## src/rtl/pttm_pkg.sv

```systemverilog
// Shared types, constants and the fixed binding table of the pad to touch event mapper.
// No dependencies; compile first.
package pttm_pkg;

	localparam int          NUM_BINDINGS_DEF = 7;
	localparam int          BIND_MAX         = 16;
	localparam logic [6:0]  PTR_BASE         = 7'd64;
	localparam logic [11:0] WIDTH_RST        = 12'd1280;
	localparam logic [11:0] HEIGHT_RST       = 12'd720;
	localparam logic [14:0] DEAD_ZONE_RST    = 15'd5898;
	localparam int          CFG_DW           = 15;

	typedef enum logic [1:0] {
		CFG_SCREEN_WIDTH  = 2'd0,
		CFG_SCREEN_HEIGHT = 2'd1,
		CFG_DEAD_ZONE     = 2'd2
	} cfg_idx_t;

	typedef enum logic [1:0] {
		PH_DOWN = 2'd0,
		PH_MOVE = 2'd1,
		PH_UP   = 2'd2
	} phase_t;

	typedef enum logic [1:0] {
		KIND_BUTTON = 2'd0,
		KIND_LEFT   = 2'd1,
		KIND_RIGHT  = 2'd2,
		KIND_NONE   = 2'd3
	} kind_t;

	typedef struct packed {
		kind_t       kind;
		logic [2:0]  sel;
		logic [15:0] fx;
		logic [15:0] fy;
	} bind_t;

	typedef struct packed {
		logic [4:0] buttons;
		logic       left;
		logic       right;
		logic       silent;
	} lane_in_t;

	typedef struct packed {
		logic        act;
		phase_t      phase;
		logic [15:0] x;
		logic [15:0] y;
	} lane_evt_t;

	function automatic bind_t bind_entry(input logic [3:0] k);
		bind_t b;
		case (k)
			4'd0:    b = '{KIND_BUTTON, 3'd0, 16'd53556, 16'd61256};
			4'd1:    b = '{KIND_BUTTON, 3'd1, 16'd58727, 16'd53700};
			4'd2:    b = '{KIND_BUTTON, 3'd2, 16'd47972, 16'd61440};
			4'd3:    b = '{KIND_LEFT,   3'd0, 16'd5885,  16'd58707};
			4'd4:    b = '{KIND_RIGHT,  3'd0, 16'd13055, 16'd58707};
			4'd5:    b = '{KIND_BUTTON, 3'd3, 16'd5885,  16'd5459};
			4'd6:    b = '{KIND_BUTTON, 3'd4, 16'd9470,  16'd5459};
			default: b = '{KIND_NONE,   3'd0, 16'd0,     16'd0};
		endcase
		return b;
	endfunction

endpackage

```

## src/rtl/pttm_if.sv

```systemverilog
// Valid/ready channel interfaces for pad items in and touch event items out.
// No dependencies.
interface pttm_in_if;
	logic               valid;
	logic               ready;
	logic [4:0]         button_bits;
	logic signed [15:0] stick_x;
	logic signed [15:0] stick_y;
	logic               cursor_shown;
	logic [2:0]         room;

	modport source (output valid, button_bits, stick_x, stick_y, cursor_shown, room,
		input ready);
	modport sink (input valid, button_bits, stick_x, stick_y, cursor_shown, room,
		output ready);
endinterface

interface pttm_out_if;
	logic        valid;
	logic        ready;
	logic [6:0]  pointer_id;
	logic [15:0] touch_x;
	logic [15:0] touch_y;
	logic [1:0]  phase;
	logic        last;

	modport source (output valid, pointer_id, touch_x, touch_y, phase, last, input ready);
	modport sink (input valid, pointer_id, touch_x, touch_y, phase, last, output ready);
endinterface

```

## src/rtl/pad_to_touch_event_mapper_top.sv

```systemverilog
// Pad to touch event mapper: input register, stick decode, binding lanes, merge stage.
// Depends on pttm_pkg, pttm_if, pttm_lane, pttm_merge.
//
// Usage: the pad channel takes one item per display frame (buttons, left stick,
// cursor flag and room). The touch channel returns zero to seven event items for it,
// in binding order, with last set on the final one. A frame that emits nothing
// returns no item.
// Configuration: cfg_we, cfg_idx and cfg_data write screen width, screen height and
// dead zone. The user must write them only while the block is idle; the block does
// not enforce this. Scaled positions are registered from the written values. The
// first event of a frame passes the input register, merge buffer and output register.
// Throughput: one event item per cycle out of the merge buffer while touch.ready
// allows; a new pad item is accepted while the previous frame drains its last event.
// Reset: held state clears, registers return to 1280 x 720 and dead zone 5898,
// no item is pending.
// Stall: when touch.ready is low the output register holds its item, the merge
// buffer holds the rest of the frame, and pad.ready drops once the input register
// is full while the merge buffer still holds events.
module pad_to_touch_event_mapper_top #(
	parameter int NUM_BINDINGS = pttm_pkg::NUM_BINDINGS_DEF
) (
	input  logic                      clk,
	input  logic                      arst_n,
	pttm_in_if.sink                   pad,
	pttm_out_if.source                touch,
	input  logic                      cfg_we,
	input  logic [1:0]                cfg_idx,
	input  logic [pttm_pkg::CFG_DW-1:0] cfg_data
);
	import pttm_pkg::*;

	logic [11:0]        width_q;
	logic [11:0]        height_q;
	logic [14:0]        dead_zone_q;
	logic               valid_s1;
	logic [4:0]         buttons_s1;
	logic signed [15:0] sx_s1;
	logic signed [15:0] sy_s1;
	logic               silent_s1;
	logic [2:0]         room_s1;
	logic [15:0]        ax;
	logic [15:0]        ay;
	logic               dom;
	lane_in_t           lin;
	lane_evt_t          evt [NUM_BINDINGS];
	logic               take;
	logic [NUM_BINDINGS-1:0] emit;
	logic               blank;

	always_ff @(posedge clk or negedge arst_n) begin
		if (!arst_n) begin
			width_q     <= WIDTH_RST;
			height_q    <= HEIGHT_RST;
			dead_zone_q <= DEAD_ZONE_RST;
		end else if (cfg_we) begin
			case (cfg_idx)
				CFG_SCREEN_WIDTH:  width_q     <= cfg_data[11:0];
				CFG_SCREEN_HEIGHT: height_q    <= cfg_data[11:0];
				CFG_DEAD_ZONE:     dead_zone_q <= cfg_data[14:0];
				default:           ;
			endcase
		end
	end

	assign pad.ready = !valid_s1 || take;

	always_ff @(posedge clk or negedge arst_n) begin
		if (!arst_n) begin
			valid_s1 <= 1'b0;
		end else if (pad.ready) begin
			valid_s1 <= pad.valid;
		end
	end

	always_ff @(posedge clk) begin
		if (pad.valid && pad.ready) begin
			buttons_s1 <= pad.button_bits;
			sx_s1      <= pad.stick_x;
			sy_s1      <= pad.stick_y;
			silent_s1  <= pad.cursor_shown;
			room_s1    <= pad.room;
		end
	end

	assign ax  = sx_s1[15] ? 16'(-sx_s1) : 16'(sx_s1);
	assign ay  = sy_s1[15] ? 16'(-sy_s1) : 16'(sy_s1);
	assign dom = ax >= ay;

	always_comb begin
		lin.buttons = buttons_s1;
		lin.left    = sx_s1[15] && (ax > {1'b0, dead_zone_q}) && dom;
		lin.right   = !sx_s1[15] && (ax > {1'b0, dead_zone_q}) && dom;
		lin.silent  = silent_s1;
	end

	assign blank = (width_q == '0) || (height_q == '0);

	for (genvar i = 0; i < NUM_BINDINGS; i++) begin : g_lane
		pttm_lane #(
			.IDX(i)
		) u_lane (
			.clk          (clk),
			.arst_n       (arst_n),
			.screen_width (width_q),
			.screen_height(height_q),
			.lin          (lin),
			.commit       (take && emit[i]),
			.evt          (evt[i])
		);
	end

	pttm_merge #(
		.NB(NUM_BINDINGS)
	) u_merge (
		.clk   (clk),
		.arst_n(arst_n),
		.valid (valid_s1),
		.room  (room_s1),
		.blank (blank),
		.evt   (evt),
		.take  (take),
		.emit  (emit),
		.touch (touch)
	);

endmodule

```

## src/rtl/pttm_lane.sv

```systemverilog
// One binding lane: fire decision, scaled position, held state and event kind.
// Depends on pttm_pkg.
module pttm_lane #(
	parameter int IDX = 0
) (
	input  logic                clk,
	input  logic                arst_n,
	input  logic [11:0]         screen_width,
	input  logic [11:0]         screen_height,
	input  pttm_pkg::lane_in_t  lin,
	input  logic                commit,
	output pttm_pkg::lane_evt_t evt
);
	import pttm_pkg::*;

	localparam bind_t B = bind_entry(4'(IDX));

	logic [27:0] prod_x;
	logic [27:0] prod_y;
	logic [15:0] pos_x_q;
	logic [15:0] pos_y_q;
	logic        held_q;
	logic [15:0] held_x_q;
	logic [15:0] held_y_q;
	logic        fired;

	assign prod_x = 28'(B.fx) * 28'(screen_width);
	assign prod_y = 28'(B.fy) * 28'(screen_height);

	always_ff @(posedge clk) begin
		pos_x_q <= prod_x[27:12];
		pos_y_q <= prod_y[27:12];
	end

	always_comb begin
		case (B.kind)
			KIND_BUTTON: fired = lin.buttons[B.sel];
			KIND_LEFT:   fired = lin.left;
			KIND_RIGHT:  fired = lin.right;
			default:     fired = 1'b0;
		endcase
		if (lin.silent) begin
			fired = 1'b0;
		end

		evt = '{1'b0, PH_MOVE, pos_x_q, pos_y_q};
		if (fired && !held_q) begin
			evt.act   = 1'b1;
			evt.phase = PH_DOWN;
		end else if (!fired && held_q) begin
			evt = '{1'b1, PH_UP, held_x_q, held_y_q};
		end else if (fired && (pos_x_q != held_x_q || pos_y_q != held_y_q)) begin
			evt.act = 1'b1;
		end
	end

	always_ff @(posedge clk or negedge arst_n) begin
		if (!arst_n) begin
			held_q   <= 1'b0;
			held_x_q <= '0;
			held_y_q <= '0;
		end else if (commit) begin
			if (evt.phase == PH_UP) begin
				held_q <= 1'b0;
			end else begin
				held_q   <= 1'b1;
				held_x_q <= pos_x_q;
				held_y_q <= pos_y_q;
			end
		end
	end

endmodule

```

## src/rtl/pttm_merge.sv

```systemverilog
// Merge stage: picks a frame's first room events, buffers them, sends them out through
// an output register, one item per cycle unless stalled. Depends on pttm_pkg, pttm_if.
module pttm_merge #(
	parameter int NB = pttm_pkg::NUM_BINDINGS_DEF
) (
	input  logic                clk,
	input  logic                arst_n,
	input  logic                valid,
	input  logic [2:0]          room,
	input  logic                blank,
	input  pttm_pkg::lane_evt_t evt [NB],
	output logic                take,
	output logic [NB-1:0]       emit,
	pttm_out_if.source          touch
);
	import pttm_pkg::*;

	logic [NB-1:0] act;
	logic [NB-1:0] lm;
	logic [NB-1:0] mask_s2;
	logic [NB-1:0] onehot;
	logic [NB-1:0] rest;
	logic [15:0]   x_s2 [NB];
	logic [15:0]   y_s2 [NB];
	phase_t        ph_s2 [NB];
	logic          move;
	logic [6:0]    sel_id;
	logic [15:0]   sel_x;
	logic [15:0]   sel_y;
	phase_t        sel_ph;
	logic          out_valid_q;
	logic [6:0]    out_id_q;
	logic [15:0]   out_x_q;
	logic [15:0]   out_y_q;
	phase_t        out_ph_q;
	logic          out_last_q;

	always_comb begin
		for (int i = 0; i < NB; i++) begin
			act[i] = evt[i].act && !blank;
		end
		for (int i = 0; i < NB; i++) begin
			lm      = (NB'(1) << i) - NB'(1);
			emit[i] = act[i] && ($countones(act & lm) < int'(room));
		end
	end

	assign onehot = mask_s2 & (~mask_s2 + NB'(1));
	assign rest   = mask_s2 & ~onehot;
	assign move   = (mask_s2 != '0) && (!out_valid_q || touch.ready);
	assign take   = valid && ((mask_s2 == '0) || (move && rest == '0));

	always_comb begin
		sel_id = PTR_BASE;
		sel_x  = '0;
		sel_y  = '0;
		sel_ph = PH_DOWN;
		for (int i = 0; i < NB; i++) begin
			if (onehot[i]) begin
				sel_id = 7'(PTR_BASE + 7'(i));
				sel_x  = x_s2[i];
				sel_y  = y_s2[i];
				sel_ph = ph_s2[i];
			end
		end
	end

	always_ff @(posedge clk or negedge arst_n) begin
		if (!arst_n) begin
			mask_s2 <= '0;
		end else if (take) begin
			mask_s2 <= emit;
		end else if (move) begin
			mask_s2 <= rest;
		end
	end

	always_ff @(posedge clk) begin
		if (take) begin
			for (int i = 0; i < NB; i++) begin
				x_s2[i]  <= evt[i].x;
				y_s2[i]  <= evt[i].y;
				ph_s2[i] <= evt[i].phase;
			end
		end
	end

	always_ff @(posedge clk or negedge arst_n) begin
		if (!arst_n) begin
			out_valid_q <= 1'b0;
		end else if (move) begin
			out_valid_q <= 1'b1;
		end else if (touch.ready) begin
			out_valid_q <= 1'b0;
		end
	end

	always_ff @(posedge clk) begin
		if (move) begin
			out_id_q   <= sel_id;
			out_x_q    <= sel_x;
			out_y_q    <= sel_y;
			out_ph_q   <= sel_ph;
			out_last_q <= (rest == '0);
		end
	end

	assign touch.valid      = out_valid_q;
	assign touch.pointer_id = out_id_q;
	assign touch.touch_x    = out_x_q;
	assign touch.touch_y    = out_y_q;
	assign touch.phase      = out_ph_q;
	assign touch.last       = out_last_q;

endmodule

```

## src/flat_wrapper.sv

```systemverilog
// flat-port wrapper written by rule: the top's interface ports become plain ports
module pad_to_touch_event_mapper_top_flat import pttm_pkg::*;
#(
	parameter int NUM_BINDINGS = pttm_pkg::NUM_BINDINGS_DEF
)
  (clk, arst_n, cfg_we, cfg_idx, cfg_data, pad_valid, pad_button_bits, pad_stick_x, pad_stick_y, pad_cursor_shown, pad_room, pad_ready, touch_valid, touch_pointer_id, touch_touch_x, touch_touch_y, touch_phase, touch_last, touch_ready);
  pttm_in_if pad_i ();
  pttm_out_if touch_i ();
  input  logic clk;
  input  logic arst_n;
  input  logic cfg_we;
  input  logic [1:0] cfg_idx;
  input  logic [pttm_pkg::CFG_DW-1:0] cfg_data;
  input wire logic [$bits(pad_i.valid)-1:0] pad_valid;
  input wire logic [$bits(pad_i.button_bits)-1:0] pad_button_bits;
  input wire logic [$bits(pad_i.stick_x)-1:0] pad_stick_x;
  input wire logic [$bits(pad_i.stick_y)-1:0] pad_stick_y;
  input wire logic [$bits(pad_i.cursor_shown)-1:0] pad_cursor_shown;
  input wire logic [$bits(pad_i.room)-1:0] pad_room;
  output wire logic [$bits(pad_i.ready)-1:0] pad_ready;
  output wire logic [$bits(touch_i.valid)-1:0] touch_valid;
  output wire logic [$bits(touch_i.pointer_id)-1:0] touch_pointer_id;
  output wire logic [$bits(touch_i.touch_x)-1:0] touch_touch_x;
  output wire logic [$bits(touch_i.touch_y)-1:0] touch_touch_y;
  output wire logic [$bits(touch_i.phase)-1:0] touch_phase;
  output wire logic [$bits(touch_i.last)-1:0] touch_last;
  input wire logic [$bits(touch_i.ready)-1:0] touch_ready;
  assign pad_i.valid = pad_valid;
  assign pad_i.button_bits = pad_button_bits;
  assign pad_i.stick_x = pad_stick_x;
  assign pad_i.stick_y = pad_stick_y;
  assign pad_i.cursor_shown = pad_cursor_shown;
  assign pad_i.room = pad_room;
  assign pad_ready = pad_i.ready;
  assign touch_valid = touch_i.valid;
  assign touch_pointer_id = touch_i.pointer_id;
  assign touch_touch_x = touch_i.touch_x;
  assign touch_touch_y = touch_i.touch_y;
  assign touch_phase = touch_i.phase;
  assign touch_last = touch_i.last;
  assign touch_i.ready = touch_ready;
  pad_to_touch_event_mapper_top #(.NUM_BINDINGS(NUM_BINDINGS)) u_core (.clk(clk), .arst_n(arst_n), .pad(pad_i), .touch(touch_i), .cfg_we(cfg_we), .cfg_idx(cfg_idx), .cfg_data(cfg_data));
endmodule
```

## config.mk

```make
export PLATFORM = sky130hd
export DESIGN_NAME = pad_to_touch_event_mapper_top_flat
export DESIGN_NICKNAME = d
export VERILOG_FILES = /design/src/rtl/pttm_pkg.sv /design/src/rtl/pttm_if.sv /design/src/rtl/pad_to_touch_event_mapper_top.sv /design/src/rtl/pttm_lane.sv /design/src/rtl/pttm_merge.sv /design/src/flat_wrapper.sv
export SDC_FILE = /design/constraint.sdc
export NUM_CORES = 2
export LEC_CHECK = 0
export BUFFER_PORTS_ARGS = -buffer_cell sky130_fd_sc_hd__buf_4
export CAP_MARGIN = 0
export CORE_ASPECT_RATIO = 0.6
export CORE_MARGIN = 1.5
export CORE_UTILIZATION = 40
export DETAILED_ROUTE_END_ITERATION = 12
export PLACE_DENSITY = 0.64
export SYNTH_ARGS = -nofsm -noshare
export SYNTH_HDL_FRONTEND = slang
export SYNTH_SLANG_ARGS = --single-unit
export TNS_END_PERCENT = 100
```

## constraint.sdc

```tcl
create_clock -name clk -period 20.8 [get_ports clk]
set_clock_uncertainty 0.1 [all_clocks]
set_input_delay 6.24 -clock clk [delete_from_list [all_inputs] [get_ports clk]]
set_output_delay 6.24 -clock clk [all_outputs]
set_load 0.02 [all_outputs]
```

==> key figures <==
Finish
  – Fraction of the core area covered by cells at the end of the flow: ~44%
  – Number of filler instances in the final layout: approximately 12k
  – Net count reported at finish: ~5.8k
  – Share of cells above drive strength 1: between 10% and 20%
  – Layout-stage area growth over the synthesis result: 10.2%

Placement
  – Pre-CTS setup slack: 7.29 ns
  – DP Wirelength: 130000 µm
  – Number of I/O port buffers: ~100
  – Routability cong.: approximately 1.0

Synthesis
  – Synth async-reset ratio: 36.0%
  – Synthesized area per cell: about 12 µm²
  – Register bit total from synthesis: 730
  – Syn Inst Count: roughly 4.4k
  – Area share of the leading cell type in the synthesized netlist: 17.1%
  – Commonest register cell after synthesis: edfxtp_1
  – Synth Cell Area: 54000 µm²
  – Count of flip-flops with a built-in enable after synthesis: between 300 and 400
  – Register area share after synthesis: 35.1%
  – Number of warnings issued by yosys: 0
  – Most area-consuming cells after synthesis: fa_1 (17%), edfxtp_1 (17%), ha_1 (16%)
  – Number of different library cells in the post-synthesis netlist: around 90
  – Cell accounting for the most synthesized area: fa_1

Clock tree
  – Cts-stage hold buffer count: 0
  – Number of resized instances in the post-cts repair step: 0
  – Number of setup buffers added after CTS: 0
  – Clock edge transition at the registers on the reported setup and hold paths: ~0.060 ns
  – H-Tree Level Count: 3
  – Number of clock buffers inserted by TritonCTS: 70
  – Clock root buffer master: clkbuf_16
  – Clk_lat worst skew: between 0.6 and 0.7 ns
  – Clock tree from TritonCTS: yes
  – Max Root-Sink Buffers: 3
  – Clock Sink Count: 730

Route
  – Detailed-route DRC error count: 0
  – Number of optimization iterations in the first detailed-route pass: 9
  – Average via count per standard cell: roughly 5.4
  – Detailed Route WL: ~160000 µm
  – Routed len/inst: between 20 and 30 µm
  – Vias: around 35k
  – First-iteration detailed-routing DRC count: between 3k and 4k
  – Count of antenna-violating nets left after detailed routing: 0

Floorplan
  – Total core area: 134000 µm²
  – Floorplan die area: ~140000 µm²
  – Initial core utilization: about two fifths
  – I/O pin count: about 110
  – Die X: 477 µm
  – Number of rows in the core area: about 100
  – Die Height: 288 µm

Setup path
  – Worst setup SP type: primary input
  – Stage delay of the slowest cell on the critical path: approximately 0.22 ns
  – Termination of the worst setup path: pad_ready
  – Worst r2r dst: u_core.g_lane[6].u_lane.held_x_q[3]
  – CP arrival: just over 7 ns
  – Worst path cell trace: buf_4, nor2b_1, o21a_1, o211a_1, inv_1, buf_4
  – Maximum fanout along the worst path: 3
  – Setup slack, reg-to-reg: around 12 ns
  – Critical path data required time: between 10 and 15 ns
  – Startpoint of the worst register-to-register path: u_core.sx_s1[1]
  – Kind of end point of the critical path: primary output
  – Cell with the largest stage delay on the worst path: o211a_1
  – Number of cell instances on the worst register-to-register path: 30
  – Type of the worst setup path: in -> out
  – Most common cell on crit path: buf_4
  – Beginning of the critical path: touch_ready

STA
  – Maximum clock frequency: 0.0740 GHz
  – Slew of the pin with the lowest slew margin: 1.44 ns
  – Number of hold violations in the final report: 0
  – Slack of the critical path: approximately 7.3 ns
  – Post-route clock period utilization: 65.0%
  – Setup repair after global routing missed its margin: false
  – Total negative slack for setup checks: 0 ns
  – Worst slew margin relative to its limit: roughly 3.9%
  – Setup violation total in the final timing report: 0
  – Post-layout minimum cycle time: between 10 and 15 ns
  – Final-report max-slew violation count: 0

Global routing
  – Number of antenna violations at the first check in global routing: 12
  – GRT Resource Usage Total: 23.7%
  – Global-route wire length before repair: around 240000 µm
  – Global-route congestion overflow total: 0
  – Number of global-route vias before repair: 34.1k
  – Pin count of the biggest net entering global routing: about 140

Outcome
  – Outcome: complete, no violations

Job
  – MaxCap Viol Count: 0

Min path
  – Class of the tightest hold or removal check: reg -> reg
==> cell usage in the layout, fill, tap and decap left out, types with 100 or more instances in the layout <==
cell type  instances
ha_1             674
inv_1            631
fa_1             461
edfxtp_1         301
dfrtp_1          250
mux2_2           245
xnor2_1          222
mux2_1           191
dfxtp_1          166
xor2_1           158
buf_4            156
nor2_1           143
a21oi_1          100
==> worst max-delay path: cells and delay by family <==
| kind | cells | cell delay, ns |
|---|---|---|
| AND/OR/NAND/NOR | 1 | 0.21 |
| buffers and inverters | 3 | 0.34 |
| AO/OA/AOI/OAI | 2 | 0.39 |
==> metal layers <==
metal  track usage (%)  part of all wire, %  vias up  wire length [µm]
met3              8.92                   12      100             19700
met2              28.7                   35     1380             57300
met4              3.12                  1.0        0              1660
li1                  -                    -    15600                 -
met1              38.8                   51    17600             82900
met5                 0                    0        -                 0
==> final cells by class <==
class / instances / area, µm² / share of cell area (%)
multi-input combinational: 2985 / 32300 / 54.3
inverter: 634 / 2390 / 4.01
tap: 1802 / 2250 / 3.79
clock inverter: 37 / 388 / 0.652
clock buffer: 93 / 1970 / 3.31
antenna: 3 / 7.51 / 0.0126
timing repair buffer: 158 / 1210 / 2.03
sequential: 730 / 19000 / 31.9
==> cell usage after synthesis (32+ instances only) <==
cell and number:
o21a_1 32, nand4_1 47, a22oi_1 36, a21oi_1 100, a21o_1 44, nand2_1 98, nand2b_1 35, clkbuf_1 46
inv_1 633, fa_1 461, dfrtp_1 251, edfxtp_1 301, xnor2_1 222, nor4_1 35, nor2b_1 34, mux2_2 245
ha_1 674, o21ai_0 75, nor2_1 146, xor2_1 158, nor3_1 43, dfxtp_1 166, mux2_1 191
==> how the worst min path moves through the flow <==
stage | endpoint | cells past startpoint | from
floorplan | u_core.dead_zone_q[11] | 1 | u_core.dead_zone_q[11]
global placement | u_core.dead_zone_q[2] | 1 | u_core.dead_zone_q[2]
detailed placement | u_core.dead_zone_q[11] | 1 | u_core.dead_zone_q[11]
CTS | u_core.dead_zone_q[11] | 1 | u_core.dead_zone_q[11]
global route | u_core.dead_zone_q[0] | 1 | u_core.dead_zone_q[0]
finish | u_core.dead_zone_q[11] | 1 | u_core.dead_zone_q[11]
==> state kept, by name (all words and copies together), names as in the netlist, 3 cells and up <==
register	flops
u_core.buttons_s1	5
u_core.dead_zone_q	15
u_core.g_lane.u_lane.held_q	7
u_core.g_lane.u_lane.held_x_q	102
u_core.g_lane.u_lane.held_y_q	106
u_core.g_lane.u_lane.pos_x_q	89
u_core.g_lane.u_lane.pos_y_q	77
u_core.height_q	12
u_core.room_s1	3
u_core.sx_s1	16
u_core.sy_s1	16
u_core.u_merge.mask_s2	7
u_core.u_merge.ph_s2	14
u_core.u_merge.touch.pointer_id	3
u_core.u_merge.touch.touch_x	16
u_core.u_merge.touch.touch_y	16
u_core.u_merge.x_s2	102
u_core.u_merge.y_s2	106
u_core.width_q	12
==> kinds of logic (layout without fill, tap and decap cells) <==
logic type | Yosys count | in the layout | share of synthesized area [%]
DFF | 730 | 730 | 35.1
and+or+nand+nor | 541 | 541 | 5.25
buffers and inverters | 718 | 922 | 5.14
other | 2 | 7 | 0.0139
AOI/OAI and AO/OA | 475 | 475 | 6.17
xor gates and xnor gates | 380 | 380 | 6.16
adders and majority gates | 1136 | 1136 | 32.7
muxes | 449 | 449 | 9.43
==> per-stage QoR <==
stage                     hold slack [ns]  cell area (µm²)  std cells
after floorplan                     0.379            54000       4433
after detailed placement            0.394            57100       6309
after global routing                0.436            59500       6439
final                               0.408            59500       6442
after global placement              0.391            57100       6309
after CTS                           0.408            59500       6439
Power is left out: the tool's default activity adds up to more than one toggle a clock period on the data nets, which glitch-free logic cannot reach.
